===== config.mk =====
export PLATFORM = sky130hd
export DESIGN_NAME = dpcr_front
export DESIGN_NICKNAME = d
export VERILOG_FILES = /design/src/hdl/dpcr_pkg.sv /design/src/hdl/dpcr_front.sv
export SDC_FILE = /design/constraint.sdc
export NUM_CORES = 1
export LEC_CHECK = 0
export BUFFER_PORTS_ARGS = -buffer_cell sky130_fd_sc_hd__buf_4
export CELL_PAD_IN_SITES_DETAIL_PLACEMENT = 1
export CELL_PAD_IN_SITES_GLOBAL_PLACEMENT = 1
export CORE_AREA = 5 5 322 324
export CTS_CLUSTER_SIZE = 28
export DETAILED_ROUTE_END_ITERATION = 10
export DIE_AREA = 0 0 327 329
export PLACE_DENSITY_LB_ADDON = 0.1
export SYNTH_ARGS = -nofsm -noshare
export SYNTH_HDL_FRONTEND = slang
export SYNTH_SLANG_ARGS = --single-unit

===== constraint.sdc =====
create_clock -name i_clk -period 15.74 [get_ports i_clk]
set_input_delay 0.787 -clock i_clk [delete_from_list [all_inputs] [get_ports i_clk]]
set_output_delay 0.787 -clock i_clk [all_outputs]
set_load 0.02 [all_outputs]

===== src/hdl/dpcr_pkg.sv =====
package dpcr_pkg;

    localparam int FRAC_BITS_DEF = 16;
    localparam int W_BITS        = 24;
    localparam int E_BITS        = 17;
    localparam int E_FRAC        = 16;
    localparam logic [E_BITS-1:0] E_ONE = 17'd65536;
    localparam int QUEUE_DEPTH   = 4;
    localparam int IN_TDATA_W    = 384;
    localparam int OUT_TDATA_W   = 256;
    localparam int OUT_TUSER_W   = 2;

    typedef struct packed {
        logic signed [31:0] p1x;
        logic signed [31:0] p1y;
        logic signed [31:0] v1x;
        logic signed [31:0] v1y;
        logic signed [31:0] p2x;
        logic signed [31:0] p2y;
        logic signed [31:0] v2x;
        logic signed [31:0] v2y;
    } t_disc_state;

    typedef struct packed {
        t_disc_state st;
        logic        sgn_x;
        logic        sgn_y;
        logic        cand;
        logic [31:0] ax;
        logic [31:0] ay;
        logic [31:0] rs;
        logic [31:0] m1;
        logic [31:0] m2;
        logic [32:0] msum;
    } t_item;

    typedef struct packed {
        logic full;
        logic empty;
    } t_q_stat;

    typedef struct packed {
        t_disc_state st;
        logic        in_contact;
        logic        impulse;
    } t_out;

    typedef struct packed {
        logic [63:0] rem;
        logic [31:0] root;
    } t_sq_res;

    typedef struct packed {
        logic [33:0] rem;
        logic        q;
    } t_div_res;

    function automatic logic signed [31:0] sat32(input logic signed [39:0] v);
        if (v > 40'sd2147483647) begin
            return 32'sh7fffffff;
        end else if (v < -40'sd2147483648) begin
            return 32'sh80000000;
        end
        return v[31:0];
    endfunction

    // base +/- mag, saturated
    function automatic logic signed [31:0] adj(input logic [31:0] base,
                                               input logic [34:0] mag,
                                               input logic sub);
        logic [39:0] wide;
        logic [39:0] m;
        logic [39:0] res;
        wide = {{8{base[31]}}, base};
        m    = {5'b0, mag};
        res  = sub ? (wide - m) : (wide + m);
        return sat32(res);
    endfunction

    // one root bit: rem holds v - root^2, root has bits above b only
    function automatic t_sq_res sqrt_step(input logic [63:0] rem,
                                          input logic [31:0] root,
                                          input int b);
        t_sq_res     res;
        logic [64:0] trial;
        trial = ({33'b0, root} << (b + 1)) + (65'd1 << (2 * b));
        res.rem  = rem;
        res.root = root;
        if ({1'b0, rem} >= trial) begin
            res.rem  = rem - trial[63:0];
            res.root = root | (32'd1 << b);
        end
        return res;
    endfunction

    // one restoring division bit
    function automatic t_div_res div_step(input logic [33:0] rem,
                                          input logic [32:0] den,
                                          input logic dbl);
        t_div_res    res;
        logic [34:0] r2;
        r2 = dbl ? {rem, 1'b0} : {1'b0, rem};
        if (r2 >= {2'b0, den}) begin
            r2    = r2 - {2'b0, den};
            res.q = 1'b1;
        end else begin
            res.q = 1'b0;
        end
        res.rem = r2[33:0];
        return res;
    endfunction

endpackage


===== src/hdl/dpcr_front.sv =====
module dpcr_front import dpcr_pkg::*; (
    input  logic                  i_clk,
    input  logic                  i_rst_n,
    input  logic                  i_valid,
    output logic                  o_ready,
    input  logic [IN_TDATA_W-1:0] i_data,
    input  t_q_stat               i_q_stat,
    output logic                  o_push,
    output t_item                 o_item
);

    logic        r_valid;
    logic        n_valid;
    t_item       r_item;
    t_item       w_item;
    logic [32:0] w_dx;
    logic [32:0] w_dy;
    logic [31:0] w_r1;
    logic [31:0] w_r2;

    always_comb begin
        w_item.st.p1x = i_data[31:0];
        w_item.st.p1y = i_data[63:32];
        w_item.st.v1x = i_data[95:64];
        w_item.st.v1y = i_data[127:96];
        w_item.st.p2x = i_data[222:191];
        w_item.st.p2y = i_data[254:223];
        w_item.st.v2x = i_data[286:255];
        w_item.st.v2y = i_data[318:287];
        w_r1 = {1'b0, i_data[190:160]};
        w_r2 = {1'b0, i_data[381:351]};
        w_dx = {i_data[222], i_data[222:191]} - {i_data[31], i_data[31:0]};
        w_dy = {i_data[254], i_data[254:223]} - {i_data[63], i_data[63:32]};
        w_item.sgn_x = w_dx[32];
        w_item.sgn_y = w_dy[32];
        w_item.ax = w_dx[32] ? 32'(-w_dx) : w_dx[31:0];
        w_item.ay = w_dy[32] ? 32'(-w_dy) : w_dy[31:0];
        w_item.rs = w_r1 + w_r2;
        w_item.cand = (w_item.ax < w_item.rs) && (w_item.ay < w_item.rs);
        // treat a zero mass as one LSB
        w_item.m1 = (i_data[159:128] == 32'd0) ? 32'd1 : i_data[159:128];
        w_item.m2 = (i_data[350:319] == 32'd0) ? 32'd1 : i_data[350:319];
        w_item.msum = {1'b0, w_item.m1} + {1'b0, w_item.m2};
    end

    assign o_push  = r_valid && !i_q_stat.full;
    assign o_ready = !r_valid || !i_q_stat.full;
    assign o_item  = r_item;

    always_comb begin
        n_valid = r_valid;
        if (i_valid && o_ready) begin
            n_valid = 1'b1;
        end else if (o_push) begin
            n_valid = 1'b0;
        end
    end

    always_ff @(posedge i_clk) begin
        if (!i_rst_n) begin
            r_valid <= 1'b0;
        end else begin
            r_valid <= n_valid;
        end
    end

    always_ff @(posedge i_clk) begin
        if (i_valid && o_ready) begin
            r_item <= w_item;
        end
    end

endmodule


==> impl_results.md <==
* Status: finished clean
* ANT nets after route at 0
* CP startpoint kind: input port
* First-pass GRT wire length at 139900 um
* Syn Area/Cell at 12.09 sq um
* Share of post-route cells with drive strength above 1 at 0.3382
* Cells after DPL at 4051
* Synth unique cells at 77
* HP Class: in2reg
* Initial DRT Pass Iterations at 5
* Final Net Count at 3384
* Clk sinks at 453
* Async SR Flop Fraction at 0
* Clk_skew at around 0.027 ns
* Met1 wire length at 38630 um
* Worst path required time at 16.08 ns
* Hold Buf Count CTS at 0
* Placed inst area at 31770 sq um
* Reg area at 13590 sq um
* Pin count of the biggest net entering global routing at 72
* Final hold violation count at 0
* Vias in the first global route at 20588
* Post-synth net total at 2581
* Non-Filler Cell Area, Final at around 33000 sq um
* Port-buffer cells at 839
* Top fanout value on the critical path at 5
* Drt wl/cell at 23.72 um
* Clk buf depth at 3
* Non-Filler Instances at 4151
* Starting Density at 0.2394
* Cell Rows at 117
* Setup_tns at 0 ns
* DP HPWL at a little over 80000 um
* CTS Buf Count at 56
* Period utilization at 0.3987
* Layout filler cell count at 11140
* Critical path capture point type: register
* Worst slew pin tran at 1.025 ns
* Highest metal used: met5
* Clk pin slew, worst setup/hold paths at about 0.06 ns
* Rel. slew slack at 0.3168
* DRT iter0 DRCs at approximately 850
* Leak Pwr at 14.27 nW
* Vias per cell at 4.619
* WL met2 at 48200 um
* Die area at about 110000 sq um
* Worst vdd ir at 85.51 uV
* Routability Congestion at 0.8421
* Number of enable flip-flop cells after synthesis at 452
* CP Class: in2reg
* H-tree lvl count at 2
* Sequential area share after synthesis at 0.5630
* Flops & latches, synth at 453
* Total track usage at 0.1731
* Area growth syn-to-layout at 38.60%
* Multi-input gate area at 9668 sq um
* Drt drc at 0
* Final Critical Period at 6.275 ns
* Root Buffer Master: clkbuf_16
* Total global routing overflow at 0
* Drt total wl at approximately 98000 um
* PwrDens at 116.3 nW/um^2
* CTS tree: yes
* Synth Warn # at 0
* Post-Synthesis Cells at 1997
* Cell Area, Synth at 24140 sq um
* Main synth FF type: edfxtp_1
* DR vias at 19174
* Antenna violations before repair at 17
* Fmax achieved at between 150 and 200 MHz
* CORE AREA at between 100000 and 150000 sq um
* RSZ-0062 raised after global routing: false
* Latest clock arrival within the worst-skew pair at approximately 0.64 ns
* Pins over their slew limit at 0
* Cts repair resizes at 0
* Setup-failing EPs final at 0
* CP arrival at 6.62 ns
* Max-Cap Viols at 0
* Die width at around 330 um
* Metal3 WL at 9339 um
* Post-CTS Setup Bufs at 0
* Io pins at 843
* Die Y at 329 um
-- final timing paths --
kind | to | start | cells past startpoint | slack [ns]
setup / recovery | o_item[193] | i_data[191] | 22 | 9.46
hold / removal | o_item[371] | i_data[79] | 1 | 0.32
setup reg to reg | o_item[224] | r_valid | 4 | 12.73
hold reg to reg | r_valid | r_valid | 2 | 0.54
-- placed cells by master (no fill, tap or decap), drive strengths merged, types with 5 or more instances in the layout --
master	synthesis	layout
inv	130	131
clkinv	0	21
nand2b	16	16
o21bai	14	14
or2	14	14
o31a	5	5
ha	191	191
a31oi	11	11
nor3	38	38
nor2	84	84
a211o	9	9
and3	25	25
nor4	37	37
and4	6	6
a21boi	9	9
o21a	29	29
a2111oi	8	8
xor2	66	66
nand4	28	28
o21ai	80	80
and2	15	15
xnor2	97	97
o211ai	15	15
clkbuf	100	66
buf	5	850
nand2	101	101
a31o	5	5
nand3	22	22
mux2i	8	8
a211oi	24	24
o41ai	6	6
a21oi	140	140
a21o	81	81
nor2b	28	28
o31ai	17	17
a221oi	6	6
diode	0	6
edfxtp	452	452
or3	10	10
-- worst max-delay path, stage by stage --
cell,delay [ns]
buf_4,0.11
inv_1,0.05
ha_1,0.19
fa_1,0.24
nor2b_1,0.09
o31a_1,0.29
o31ai_1,0.58
nand2_1,0.21
xnor2_1,0.47
o2111ai_1,0.35
nor4_1,0.33
nor2b_1,0.47
a41oi_1,0.22
xnor2_1,0.40
ha_1,0.22
nand4_1,0.34
nor4_1,0.64
nand2_1,0.17
o21ai_0,0.16
a211oi_1,0.09
o31ai_1,0.10
nor4_1,0.09
-- metrics by stage --
stage	setup WS, ns	hold slack (ns)	total power [mW]	util
after CTS	9.431	0.2471	3.980	0.3316
final	9.465	0.3191	3.891	0.3318
after global placement	8.820	0.5114	2.699	0.3150
after floorplan	3.633	0.4865	2.232	-
after global routing	8.724	0.2635	4.126	0.3316
after detailed placement	8.752	0.5346	2.723	0.3150
-- power breakdown --
group	internal, mW	leakage [nW]	switching (mW)
combinational	0.457	9.07	0.710
clock	0.683	0.810	0.533
sequential	1.48	4.38	0.0324
total	2.61	14.3	1.28
-- metal layers --
metal,global-route usage,vias to the layer above
met1,0.1978,9404
li1,-,9099
met3,0.07522,120
met2,0.3009,533
met4,0.03931,18
met5,0,-
-- final cells by class --
| class | instances | area share |
|---|---|---|
| well taps | 1309 | 0.04895 |
| diodes | 6 | 0.0004487 |
| clock buffers | 66 | 0.04300 |
| inverters | 130 | 0.01458 |
| multi-input cells | 1309 | 0.2889 |
| clock inverters | 28 | 0.007179 |
| flip-flops and latches | 453 | 0.4062 |
| repair buffers | 850 | 0.1907 |
-- state kept, by name (all words and copies together), names as in the netlist --
register and flops:
o_item 452, r_valid 1
-- cells by family (layout without fill, tap and decap cells) --
logic type | after synthesis | after routing | share of synthesized area
AO/OA/AOI/OAI | 499 | 499 | 0.1390
XOR/XNOR | 163 | 163 | 0.05913
adder cells (fa/ha/maj) | 195 | 195 | 0.1023
buffers and inverters | 235 | 1074 | 0.03680
flip-flops | 453 | 453 | 0.5630
multiplexers | 8 | 8 | 0.003317
other | 0 | 6 | 0
AND/OR/NAND/NOR | 444 | 444 | 0.09639
-- synth_stat cells, types with 11 or more instances --
cell type,count,area [sq um]
a211oi_1,24,180.2
a21o_1,81,608.1
a21oi_1,137,685.7
a31oi_1,11,68.82
and2_1,14,87.58
and3_1,25,156.4
clkbuf_1,100,375.4
edfxtp_1,452,13570
ha_1,191,2390
inv_1,130,488.0
nand2_1,101,379.1
nand2b_1,16,100.1
nand3_1,22,110.1
nand4_1,28,175.2
nor2_1,84,315.3
nor2b_1,28,175.2
nor3_1,38,190.2
nor4_1,36,225.2
o211ai_1,14,105.1
o21a_1,29,217.7
o21ai_0,77,385.4
o21bai_1,14,105.1
o31ai_1,17,127.6
or2_2,13,81.33
xnor2_1,97,849.6
xor2_1,66,578.1
Note: power is estimated with default switching activity, not from simulation.
