## src/hdl/dpcr_pkg.sv

```systemverilog
package dpcr_pkg;

    localparam int FRAC_BITS_DEF = 16;
    localparam int W_BITS        = 24;
    localparam int E_BITS        = 17;
    localparam int E_FRAC        = 16;
    localparam logic [E_BITS-1:0] E_ONE = 17'd65536;
    localparam int QUEUE_DEPTH   = 4;
    localparam int IN_TDATA_W    = 384;
    localparam int OUT_TDATA_W   = 256;
    localparam int OUT_TUSER_W   = 2;

    typedef struct packed {
        logic signed [31:0] p1x;
        logic signed [31:0] p1y;
        logic signed [31:0] v1x;
        logic signed [31:0] v1y;
        logic signed [31:0] p2x;
        logic signed [31:0] p2y;
        logic signed [31:0] v2x;
        logic signed [31:0] v2y;
    } t_disc_state;

    typedef struct packed {
        t_disc_state st;
        logic        sgn_x;
        logic        sgn_y;
        logic        cand;
        logic [31:0] ax;
        logic [31:0] ay;
        logic [31:0] rs;
        logic [31:0] m1;
        logic [31:0] m2;
        logic [32:0] msum;
    } t_item;

    typedef struct packed {
        logic full;
        logic empty;
    } t_q_stat;

    typedef struct packed {
        t_disc_state st;
        logic        in_contact;
        logic        impulse;
    } t_out;

    typedef struct packed {
        logic [63:0] rem;
        logic [31:0] root;
    } t_sq_res;

    typedef struct packed {
        logic [33:0] rem;
        logic        q;
    } t_div_res;

    function automatic logic signed [31:0] sat32(input logic signed [39:0] v);
        if (v > 40'sd2147483647) begin
            return 32'sh7fffffff;
        end else if (v < -40'sd2147483648) begin
            return 32'sh80000000;
        end
        return v[31:0];
    endfunction

    // base +/- mag, saturated
    function automatic logic signed [31:0] adj(input logic [31:0] base,
                                               input logic [34:0] mag,
                                               input logic sub);
        logic [39:0] wide;
        logic [39:0] m;
        logic [39:0] res;
        wide = {{8{base[31]}}, base};
        m    = {5'b0, mag};
        res  = sub ? (wide - m) : (wide + m);
        return sat32(res);
    endfunction

    // one root bit: rem holds v - root^2, root has bits above b only
    function automatic t_sq_res sqrt_step(input logic [63:0] rem,
                                          input logic [31:0] root,
                                          input int b);
        t_sq_res     res;
        logic [64:0] trial;
        trial = ({33'b0, root} << (b + 1)) + (65'd1 << (2 * b));
        res.rem  = rem;
        res.root = root;
        if ({1'b0, rem} >= trial) begin
            res.rem  = rem - trial[63:0];
            res.root = root | (32'd1 << b);
        end
        return res;
    endfunction

    // one restoring division bit
    function automatic t_div_res div_step(input logic [33:0] rem,
                                          input logic [32:0] den,
                                          input logic dbl);
        t_div_res    res;
        logic [34:0] r2;
        r2 = dbl ? {rem, 1'b0} : {1'b0, rem};
        if (r2 >= {2'b0, den}) begin
            r2    = r2 - {2'b0, den};
            res.q = 1'b1;
        end else begin
            res.q = 1'b0;
        end
        res.rem = r2[33:0];
        return res;
    endfunction

endpackage

```

## src/hdl/dpcr_queue.sv

```systemverilog
module dpcr_queue import dpcr_pkg::*; (
    input  logic    i_clk,
    input  logic    i_rst_n,
    input  logic    i_push,
    input  t_item   i_item,
    input  logic    i_pop,
    output t_q_stat o_stat,
    output t_item   o_item
);

    localparam int AW = $clog2(QUEUE_DEPTH);
    localparam int CW = $clog2(QUEUE_DEPTH + 1);

    t_item         r_mem [0:QUEUE_DEPTH-1];
    logic [AW-1:0] r_wr_ptr;
    logic [AW-1:0] r_rd_ptr;
    logic [CW-1:0] r_count;
    logic [AW-1:0] n_wr_ptr;
    logic [AW-1:0] n_rd_ptr;
    logic [CW-1:0] n_count;

    assign o_stat.full  = (r_count == CW'(QUEUE_DEPTH));
    assign o_stat.empty = (r_count == '0);
    assign o_item       = r_mem[r_rd_ptr];

    always_comb begin
        n_wr_ptr = r_wr_ptr;
        n_rd_ptr = r_rd_ptr;
        n_count  = r_count;
        if (i_push) begin
            n_wr_ptr = (r_wr_ptr == AW'(QUEUE_DEPTH - 1)) ? '0 : r_wr_ptr + 1'b1;
        end
        if (i_pop) begin
            n_rd_ptr = (r_rd_ptr == AW'(QUEUE_DEPTH - 1)) ? '0 : r_rd_ptr + 1'b1;
        end
        if (i_push && !i_pop) begin
            n_count = r_count + 1'b1;
        end else if (i_pop && !i_push) begin
            n_count = r_count - 1'b1;
        end
    end

    always_ff @(posedge i_clk) begin
        if (!i_rst_n) begin
            r_wr_ptr <= '0;
            r_rd_ptr <= '0;
            r_count  <= '0;
        end else begin
            r_wr_ptr <= n_wr_ptr;
            r_rd_ptr <= n_rd_ptr;
            r_count  <= n_count;
        end
    end

    always_ff @(posedge i_clk) begin
        if (i_push) begin
            r_mem[r_wr_ptr] <= i_item;
        end
    end

endmodule

```

## config.mk

```make
export PLATFORM = sky130hd
export DESIGN_NAME = dpcr_queue
export DESIGN_NICKNAME = d
export VERILOG_FILES = /design/src/hdl/dpcr_pkg.sv /design/src/hdl/dpcr_queue.sv
export SDC_FILE = /design/constraint.sdc
export NUM_CORES = 1
export LEC_CHECK = 0
export ABC_CLOCK_PERIOD_IN_PS = 12600
export BUFFER_PORTS_ARGS = -buffer_cell sky130_fd_sc_hd__clkbuf_2
export CAP_MARGIN = 20
export CORE_MARGIN = 2
export CORE_UTILIZATION = 51
export CTS_CLUSTER_DIAMETER = 100
export DETAILED_ROUTE_END_ITERATION = 6
export PLACE_DENSITY = 0.72
export SYNTH_ARGS = -nofsm -noshare
export SYNTH_HDL_FRONTEND = slang
export SYNTH_SLANG_ARGS = --single-unit
```

## constraint.sdc

```tcl
create_clock -name i_clk -period 12.6 [get_ports i_clk]
set_clock_uncertainty 0.2 [all_clocks]
set_input_delay 0.63 -clock i_clk [delete_from_list [all_inputs] [get_ports i_clk]]
set_output_delay 0.63 -clock i_clk [all_outputs]
set_load 0.05 [all_outputs]
```

==> run summary, run 1 <==
For the total number of placement rows, the log shows 131. The portion of the clock cycle consumed by the worst path in the final layout was 0.440. The count of buffers added on input and output ports is 909.

The logs give 0 for the remaining routing DRC violations and 4,343 for the layout net count. The largest individual stage delay along the critical path comes from the cell sky130_fd_sc_hd__buf_4. In the layout the commonest cells are sky130_fd_sc_hd__edfxtp_1, sky130_fd_sc_hd__clkbuf_2, sky130_fd_sc_hd__dlygate4sd3_1, sky130_fd_sc_hd__mux4_2, sky130_fd_sc_hd__clkbuf_16. TritonCTS built the clock tree. The number of antenna violations at the first check in global routing was 21. The net switching fraction of the power was 0.256; the via count of the first global-routing pass was 33.3k.

The power density of the placed cells was 167 nW/um2. During synthesis, Yosys emitted a total of 0 warnings. The worst-case headroom to the max-slew limit is 0.240, and the count of mapped cells out of synthesis is 2,404.

The worst setup path is of the flop to output pin kind. For this design the total switching power over the nets is 0.00350 W. Clock network fraction of design power: 0.352. For this design the static power due to leakage is 27.7 nW.

The detailed-route via count was 31.5k; the largest driver fanout on the critical path was 106. The tools report the global-route usage over all layers as 0.216. The tools report the worst-case register-to-register setup slack as 8210 ps. For the final number of hold-violating endpoints, the log shows 0. The run finished with clean final reports. The die covers 132,000 um2. In the final timing run, aggregate negative setup slack is 0 ps. The final estimated routing congestion in global placement was 0.766. The pre-antenna-repair detailed-routing pass consisted of 5 iterations.

Yosys mapped the design onto 23 distinct sky130hd cell types. The total number of clock tree sinks came out at 1,817. Setup repair after global routing left no endpoint under its margin. For this block, the initial DRC count from the detailed router was 2,924.

The run gives 2,867 as the number of nets in the synthesized netlist. STA classifies the critical path endpoint as an output pin. The synthesized design contains 1,817 register bits. The path class of the tightest hold or removal check is input port to flop.

The tools report the boundary pin count as 910. The number of pins exceeding their max-slew limit in the final report is 0, and the register clock-pin slew on the reported worst setup and hold paths is 60 ps. The ratio of cells with drive above 1 in the final layout was 0.403.

STA classifies the critical path startpoint as a flop. The maximum single-stage delay on the critical path was 810 ps; the area added between synthesis and finish was 24.6%. In the routed layout, each cell is associated on average with a via count of 5.54.

Dividing the detail-routed wire length by the instance count gives 25.2 um. The shortest period the worst path allows is 5550 ps, and the final design utilization is 0.640. For the synthesized area, the log shows 65,600 um2.

The number of clock buffers added by TritonCTS is 176. On the critical path the largest part of the delay comes from buffers and inverters. Traced cell by cell, the critical path runs through buf_12 > buf_4 > buf_4 > mux4_2 > clkbuf_2. The clock reaches the later pin of the worst-skew pair after 770 ps. The synthesized area divided by synthesized cell count was 27.3 um2; the maximum achievable frequency was 0.180 GHz.

The most common library cell in the layout ignoring fill and taps is sky130_fd_sc_hd__edfxtp_1. Counting along the longest clock path gives a buffer depth of 3. The part of the total power dissipated in sequential elements was 0.513. The effective utilization at floorplan came out at 0.514. Setup violations remaining at the end of the flow were counted as 0. The most prevalent standard cell on the critical path is sky130_fd_sc_hd__buf_4. The critical path contains buffers and inverters numbering 4 combined.

Entering global routing, the biggest net connects 149 pins. For the internal power, the log shows 0.0102 W. The sequential element share of the synthesized area was 0.830. At the pin with the least slew margin, the transition time is 1140 ps. For the data required time at the worst endpoint, the log shows 11,770 ps. The tools report the routed wire length as 143 mm. The clock tree synthesis step divided the H-tree into 4 levels.

Detailed placement finished with a half-perimeter wire length of 85.0 mm. The logs give 0.135 for the power share of the combinational group and 0 for the number of nets with antenna violations after routing. The worst-case IR drop observed on VDD is 147 uV.

The first global-routing pass estimated 211 mm of wire. After floorplanning, the core was sized to cover 128,000 um2. Global routing finished with a remaining overflow of 0. The worst path arrival time was 4720 ps; the y dimension of the die was 363 um.

The total of max-cap violations came out at 0. The floorplan step set the die width to 363 um. The tools report the root cell of the clock tree as sky130_fd_sc_hd__clkbuf_16.
-- power groups by stage --
stage | Sequential, W | Clock [W] | Combinational [W]
final | 0.00701 | 0.00480 | 0.00185
after global routing | 0.00702 | 0.00512 | 0.00193
after CTS | 0.00700 | 0.00489 | 0.00186
after detailed placement | 0.00713 | 0 | 0.00173
after global placement | 0.00711 | 0 | 0.00171
after floorplan | 0.00723 | 0 | 0.00124
-- Yosys cell counts --
cell type / instances / area share
sky130_fd_sc_hd__buf_2: 46 / 0.0035
sky130_fd_sc_hd__inv_1: 4 / 0.00023
sky130_fd_sc_hd__xnor2_1: 1 / 0.00013
sky130_fd_sc_hd__mux2i_1: 4 / 0.00061
sky130_fd_sc_hd__ha_1: 6 / 0.0011
sky130_fd_sc_hd__a21boi_0: 1 / 0.00011
sky130_fd_sc_hd__buf_6: 31 / 0.0053
sky130_fd_sc_hd__nor2b_1: 5 / 0.00048
sky130_fd_sc_hd__clkbuf_1: 11 / 0.00063
sky130_fd_sc_hd__nor3b_1: 1 / 0.00011
sky130_fd_sc_hd__o21ai_0: 1 / 0.000076
sky130_fd_sc_hd__xor2_1: 1 / 0.00013
sky130_fd_sc_hd__mux4_2: 452 / 0.16
sky130_fd_sc_hd__edfxtp_1: 1808 / 0.83
sky130_fd_sc_hd__o21a_1: 1 / 0.00011
sky130_fd_sc_hd__buf_1: 9 / 0.00051
sky130_fd_sc_hd__or3_1: 1 / 0.000095
sky130_fd_sc_hd__fa_1: 1 / 0.00031
sky130_fd_sc_hd__dfxtp_1: 9 / 0.0027
sky130_fd_sc_hd__nor2_1: 1 / 0.000057
sky130_fd_sc_hd__buf_4: 3 / 0.00034
sky130_fd_sc_hd__nor3_1: 2 / 0.00015
sky130_fd_sc_hd__and2_1: 5 / 0.00048
-- flip-flops by register name, indices dropped and copies added (netlist names), named ones only --
signal / flops
r_count: 3
r_mem: 1808
r_rd_ptr: 2
r_wr_ptr: 2
-- worst paths after layout --
path / startpoint / to / cells after the start
setup / recovery: flop / o_item[399] / 5
hold / removal: i_push / r_wr_ptr[1]$_SDFFE_PN0P_ / 3
setup reg to reg: r_wr_ptr[0]$_SDFFE_PN0P_ / r_mem[2][380]$_DFFE_PP_ / 6
hold reg to reg: r_count[2]$_SDFFE_PN0P_ / r_count[2]$_SDFFE_PN0P_ / 2
-- tightest hold or removal path, delay by kind of cell --
kind          cells  cell delay [ps]
mux               1              100
simple gates      1               90
buf+inv           1              190
-- metal layers --
metal / vias up / GRT usage / wire (um)
met3: 238 / 0.0666 / 13100
met2: 1353 / 0.366 / 74200
li1: 13529 / - / -
met1: 16403 / 0.264 / 51700
met4: 10 / 0.0777 / 4430
met5: - / 0 / 58
-- cell families after synthesis --
logic type,synth area share
flops,0.830
mux,0.156
buf+inv,0.0105
simple gates,0.00137
fa+ha+maj,0.00145
compound gates,0.000305
xor+xnor,0.000267
-- cell type report --
type                       instances  area (um2)
clock inverter                    77         523
timing repair buffer            1398        9480
clock buffer                     235        4690
antenna                           18        45.0
sequential                      1817       54500
multi-input combinational        483       10500
tap                             1662        2080
fill                            8197       45900
inverter                           4        15.0
-- what timing repair did --
item / 4_1_cts / 5_1_grt
endpoints found under the hold margin: 1817 / 0
setup buffers: 0 / 0
resized for setup: 0 / 0
hold buffers: 455 / 0
-- through the flow --
stage	worst slack, ps	total power [W]	instance area, um2	instances	hold slack, ps
detailed placement	7710	0.00885	72000	4909	316
CTS	6840	0.0138	81700	5676	8.07
global route	6580	0.0141	81800	5691	58.3
floorplan	743	0.00847	65600	2404	272
global placement	7740	0.00883	72000	4909	303
finish	7050	0.0137	81800	5694	83.1
(Power assumes the default switching activity.)
==> run 2: changes to the inputs <==
ABC_CLOCK_PERIOD_IN_PS = 4610   (was 12600)
clock period = 4.61 ns   (was 12.6 ns; I/O delays follow)
==> run 2 against run 1 <==
Global-route usage grew 3.3 points. Clock power rose to 2.9 times the previous value. Final cell count grew 8.0%. Utilization is 4.0 points higher. Worst setup slack worse by 6000 ps. Critical path depth is 2 lower. Wire length increased by 15%. Die area did not move. Sequential power grew to 2.7 times the previous value. Clock-buffer cell count decreased by 28. Sequential share of layout area decreased by 3.9 points. Largest power group unchanged.
==> run summary, run 2 (synthesized netlist as in run 1, its figures left out) <==
The startpoint class of the critical path is a flop (unchanged). Maximum single-stage delay on the critical path: 790 ps (was 810 ps). Setup repair after global routing left no endpoint under its margin. The post-DP HPWL is 93.1 mm (was 85.0 mm). The die outline width was 363 um (unchanged). Cell-by-cell trace of the critical path: buf_4 > mux4_2 > clkbuf_2 (was buf_12 > buf_4 > buf_4 > mux4_2 > clkbuf_2).

The detailed-route wire length per cell is 26.9 um (was 25.2 um), and the die area is 132,000 um2 (unchanged). The effective utilization at floorplan was 0.514 (unchanged); the CTS buffer count was 175 (was 176). Routed wire length: 166 mm (was 143 mm). The final total negative setup slack came out at 0 ps (unchanged). The detailed-routing iteration count for the pre-antenna-repair pass is 7 (was 5), and the detailed-route via count is 34.6k (was 31.5k). The layout net count is 4,783 (was 4,343). The clock latency on the worst-skew pair is 810 ps (was 770 ps), and the y dimension of the die is 363 um (unchanged). The boundary pin count was 910 (unchanged).

The register bank with the most flops is r_mem (unchanged). The tools report the flip-flop and latch area as 54,500 um2 (unchanged). The run gives 0 (unchanged) as the final number of hold-violating endpoints.

The run gives 240 mm (was 211 mm) as the wire length of the first global-routing pass. Setup slack after layout: 1080 ps (was 7050 ps). The setup violation total in the final timing report is 0 (unchanged). The worst min-delay path startpoint is i_item[118] (was i_push).

Top Registers: r_mem x1808, r_count x3 (unchanged). For the via count of the first global-routing pass, the log shows 37.2k (was 33.3k). Highest-count cells in the layout ignoring fill and taps: sky130_fd_sc_hd__edfxtp_1, sky130_fd_sc_hd__clkbuf_2, sky130_fd_sc_hd__dlygate4sd3_1, sky130_fd_sc_hd__mux4_2, sky130_fd_sc_hd__clkbuf_16 (unchanged). Number of pins exceeding their max-slew limit in the final report: 0 (unchanged). The filler cell count in the final layout is 7,437 (was 8,197), and the global-route usage over all layers is 0.250 (was 0.216). Kind of path behind the tightest hold check: input port to flop (unchanged).

The leakage power summed over all cells was 29.9 nW (was 27.7 nW). For the worst-case register-to-register setup slack, the log shows 2010 ps (was 8210 ps). The area of the multi-input gates was 10,500 um2 (unchanged). The transition at the pin with the smallest max-transition slack was 991 ps (was 1140 ps); the worst path arrival time was 3100 ps (was 4720 ps). The critical path's slowest cell is sky130_fd_sc_hd__dfxtp_4 (was sky130_fd_sc_hd__buf_4). The ratio of cells with drive above 1 in the final layout is 0.380 (was 0.403), and the remaining routing DRC violations is 0 (unchanged). Largest driver fanout on the critical path: 30 (was 106). Most common library cell in the layout ignoring fill and taps: sky130_fd_sc_hd__edfxtp_1 (unchanged). The tools report the total of max-cap violations as 0 (unchanged).

The number of antenna violations at the first check in global routing was 31 (was 21). The data required time at the worst endpoint was 4180 ps (was 11,770 ps). The number of levels the H-tree was split into was 4 (unchanged). The worst-case headroom to the max-slew limit was 0.339 (was 0.240); the flip-flop count of the largest register after layout was 1,808 (unchanged).

The via count normalized by instance count is 5.62 (was 5.54), and the final estimated routing congestion in global placement is 0.795 (was 0.766). The root cell of the clock tree was sky130_fd_sc_hd__clkbuf_16 (unchanged). The shortest period the worst path allows works out to 3530 ps. Worst reg2reg path startpoint: r_wr_ptr[0]$_SDFFE_PN0P_ (unchanged). TritonCTS built the clock tree. The number of nets with antenna violations after routing is 0 (unchanged), and the power density of the placed cells is 446 nW/um2 (was 167 nW/um2). The run finished with clean final reports. The number of DRC violations after detailed-routing iteration 0 came out at 3,471 (was 2,924).

The register clock-pin slew on the reported worst setup and hold paths came out at 60 ps (about the same). The tools report the critical path endpoint category as an output pin (unchanged). The area added between synthesis and finish is 32.3% (was 24.6%). The pin count of the biggest net entering global routing is 95 (was 149), and the total of buffers placed on input and output ports is 909 (unchanged).

The run gives 128,000 um2 (unchanged) as the area of the core. The maximum achievable frequency is 0.283 GHz. The total number of placement rows was 131 (unchanged). The path type of the worst setup path was flop to output pin (unchanged). The portion of the clock cycle consumed by the worst path in the final layout was 0.766. The run gives 431 uV (was 147 uV) as the peak ir drop on the vdd network. Remaining global-route overflow: 0 (unchanged).

The maximum number of buffers from clock root to sink came out at 3 (unchanged). Placement-stage worst setup slack: 1830 ps (was 7710 ps). For the total number of clock tree sinks, the log shows 1,817 (unchanged).
[run 2: layout make-up]
class                           instances  area share
Sequential cell                      1817       0.627
Timing Repair Buffer                 1839       0.163
Multi-Input combinational cell        483       0.120
Clock buffer                          207      0.0518
Tap cell                             1662      0.0239
Clock inverter                        112      0.0129
Antenna cell                           25    0.000720
Inverter                                4    0.000173
[run 2: metrics by stage]
stage | utilization | instances | area, um2 | hold WS (ps) | total power (W)
6_report | 0.680 | 6149 | 86800 | 39.9 | 0.0388
3_3_place_gp | 0.569 | 4960 | 72700 | 245 | 0.0242
5_1_grt | 0.680 | 6147 | 86800 | 14.4 | 0.0398
4_1_cts | 0.680 | 6124 | 86800 | 0.000444 | 0.0387
2_1_floorplan | - | 2404 | 65600 | 129 | 0.0229
3_5_place_dp | 0.569 | 4960 | 72700 | 249 | 0.0243
[run 2: timing repair]
action                    4_1_cts  5_1_grt
gates resized for setup         0        0
buffers inserted                0        0
hold endpoints to repair     1817        0
hold buffers                  845        0
[run 2: metal layers]
metal,share of wire,vias up,track usage
li1,-,14440,-
met1,0.34,17978,0.286
met2,0.52,1758,0.430
met3,0.084,397,0.0707
met4,0.049,14,0.124
met5,0.00052,-,0
[run 2: final timing paths]
path	endpoint	cells past startpoint
worst min-delay path	r_mem[3][118]$_DFFE_PP_	2
worst max register to register	r_mem[3][371]$_DFFE_PP_	3
worst max-delay path	o_item[134]	3
worst min register to register	flop	2
[run 2: power breakdown]
| group | switching [W] | internal [W] | total, W |
|---|---|---|---|
| Sequential | 0.000212 | 0.0190 | 0.0192 |
| Clock | 0.00617 | 0.00792 | 0.0141 |
| Combinational | 0.00370 | 0.00182 | 0.00551 |
[run 2: worst max-delay path: cells and delay by family, from the launching register on]
family,cells,cell delay (ps)
mux,1,630
buf+inv,2,860
flops,1,790
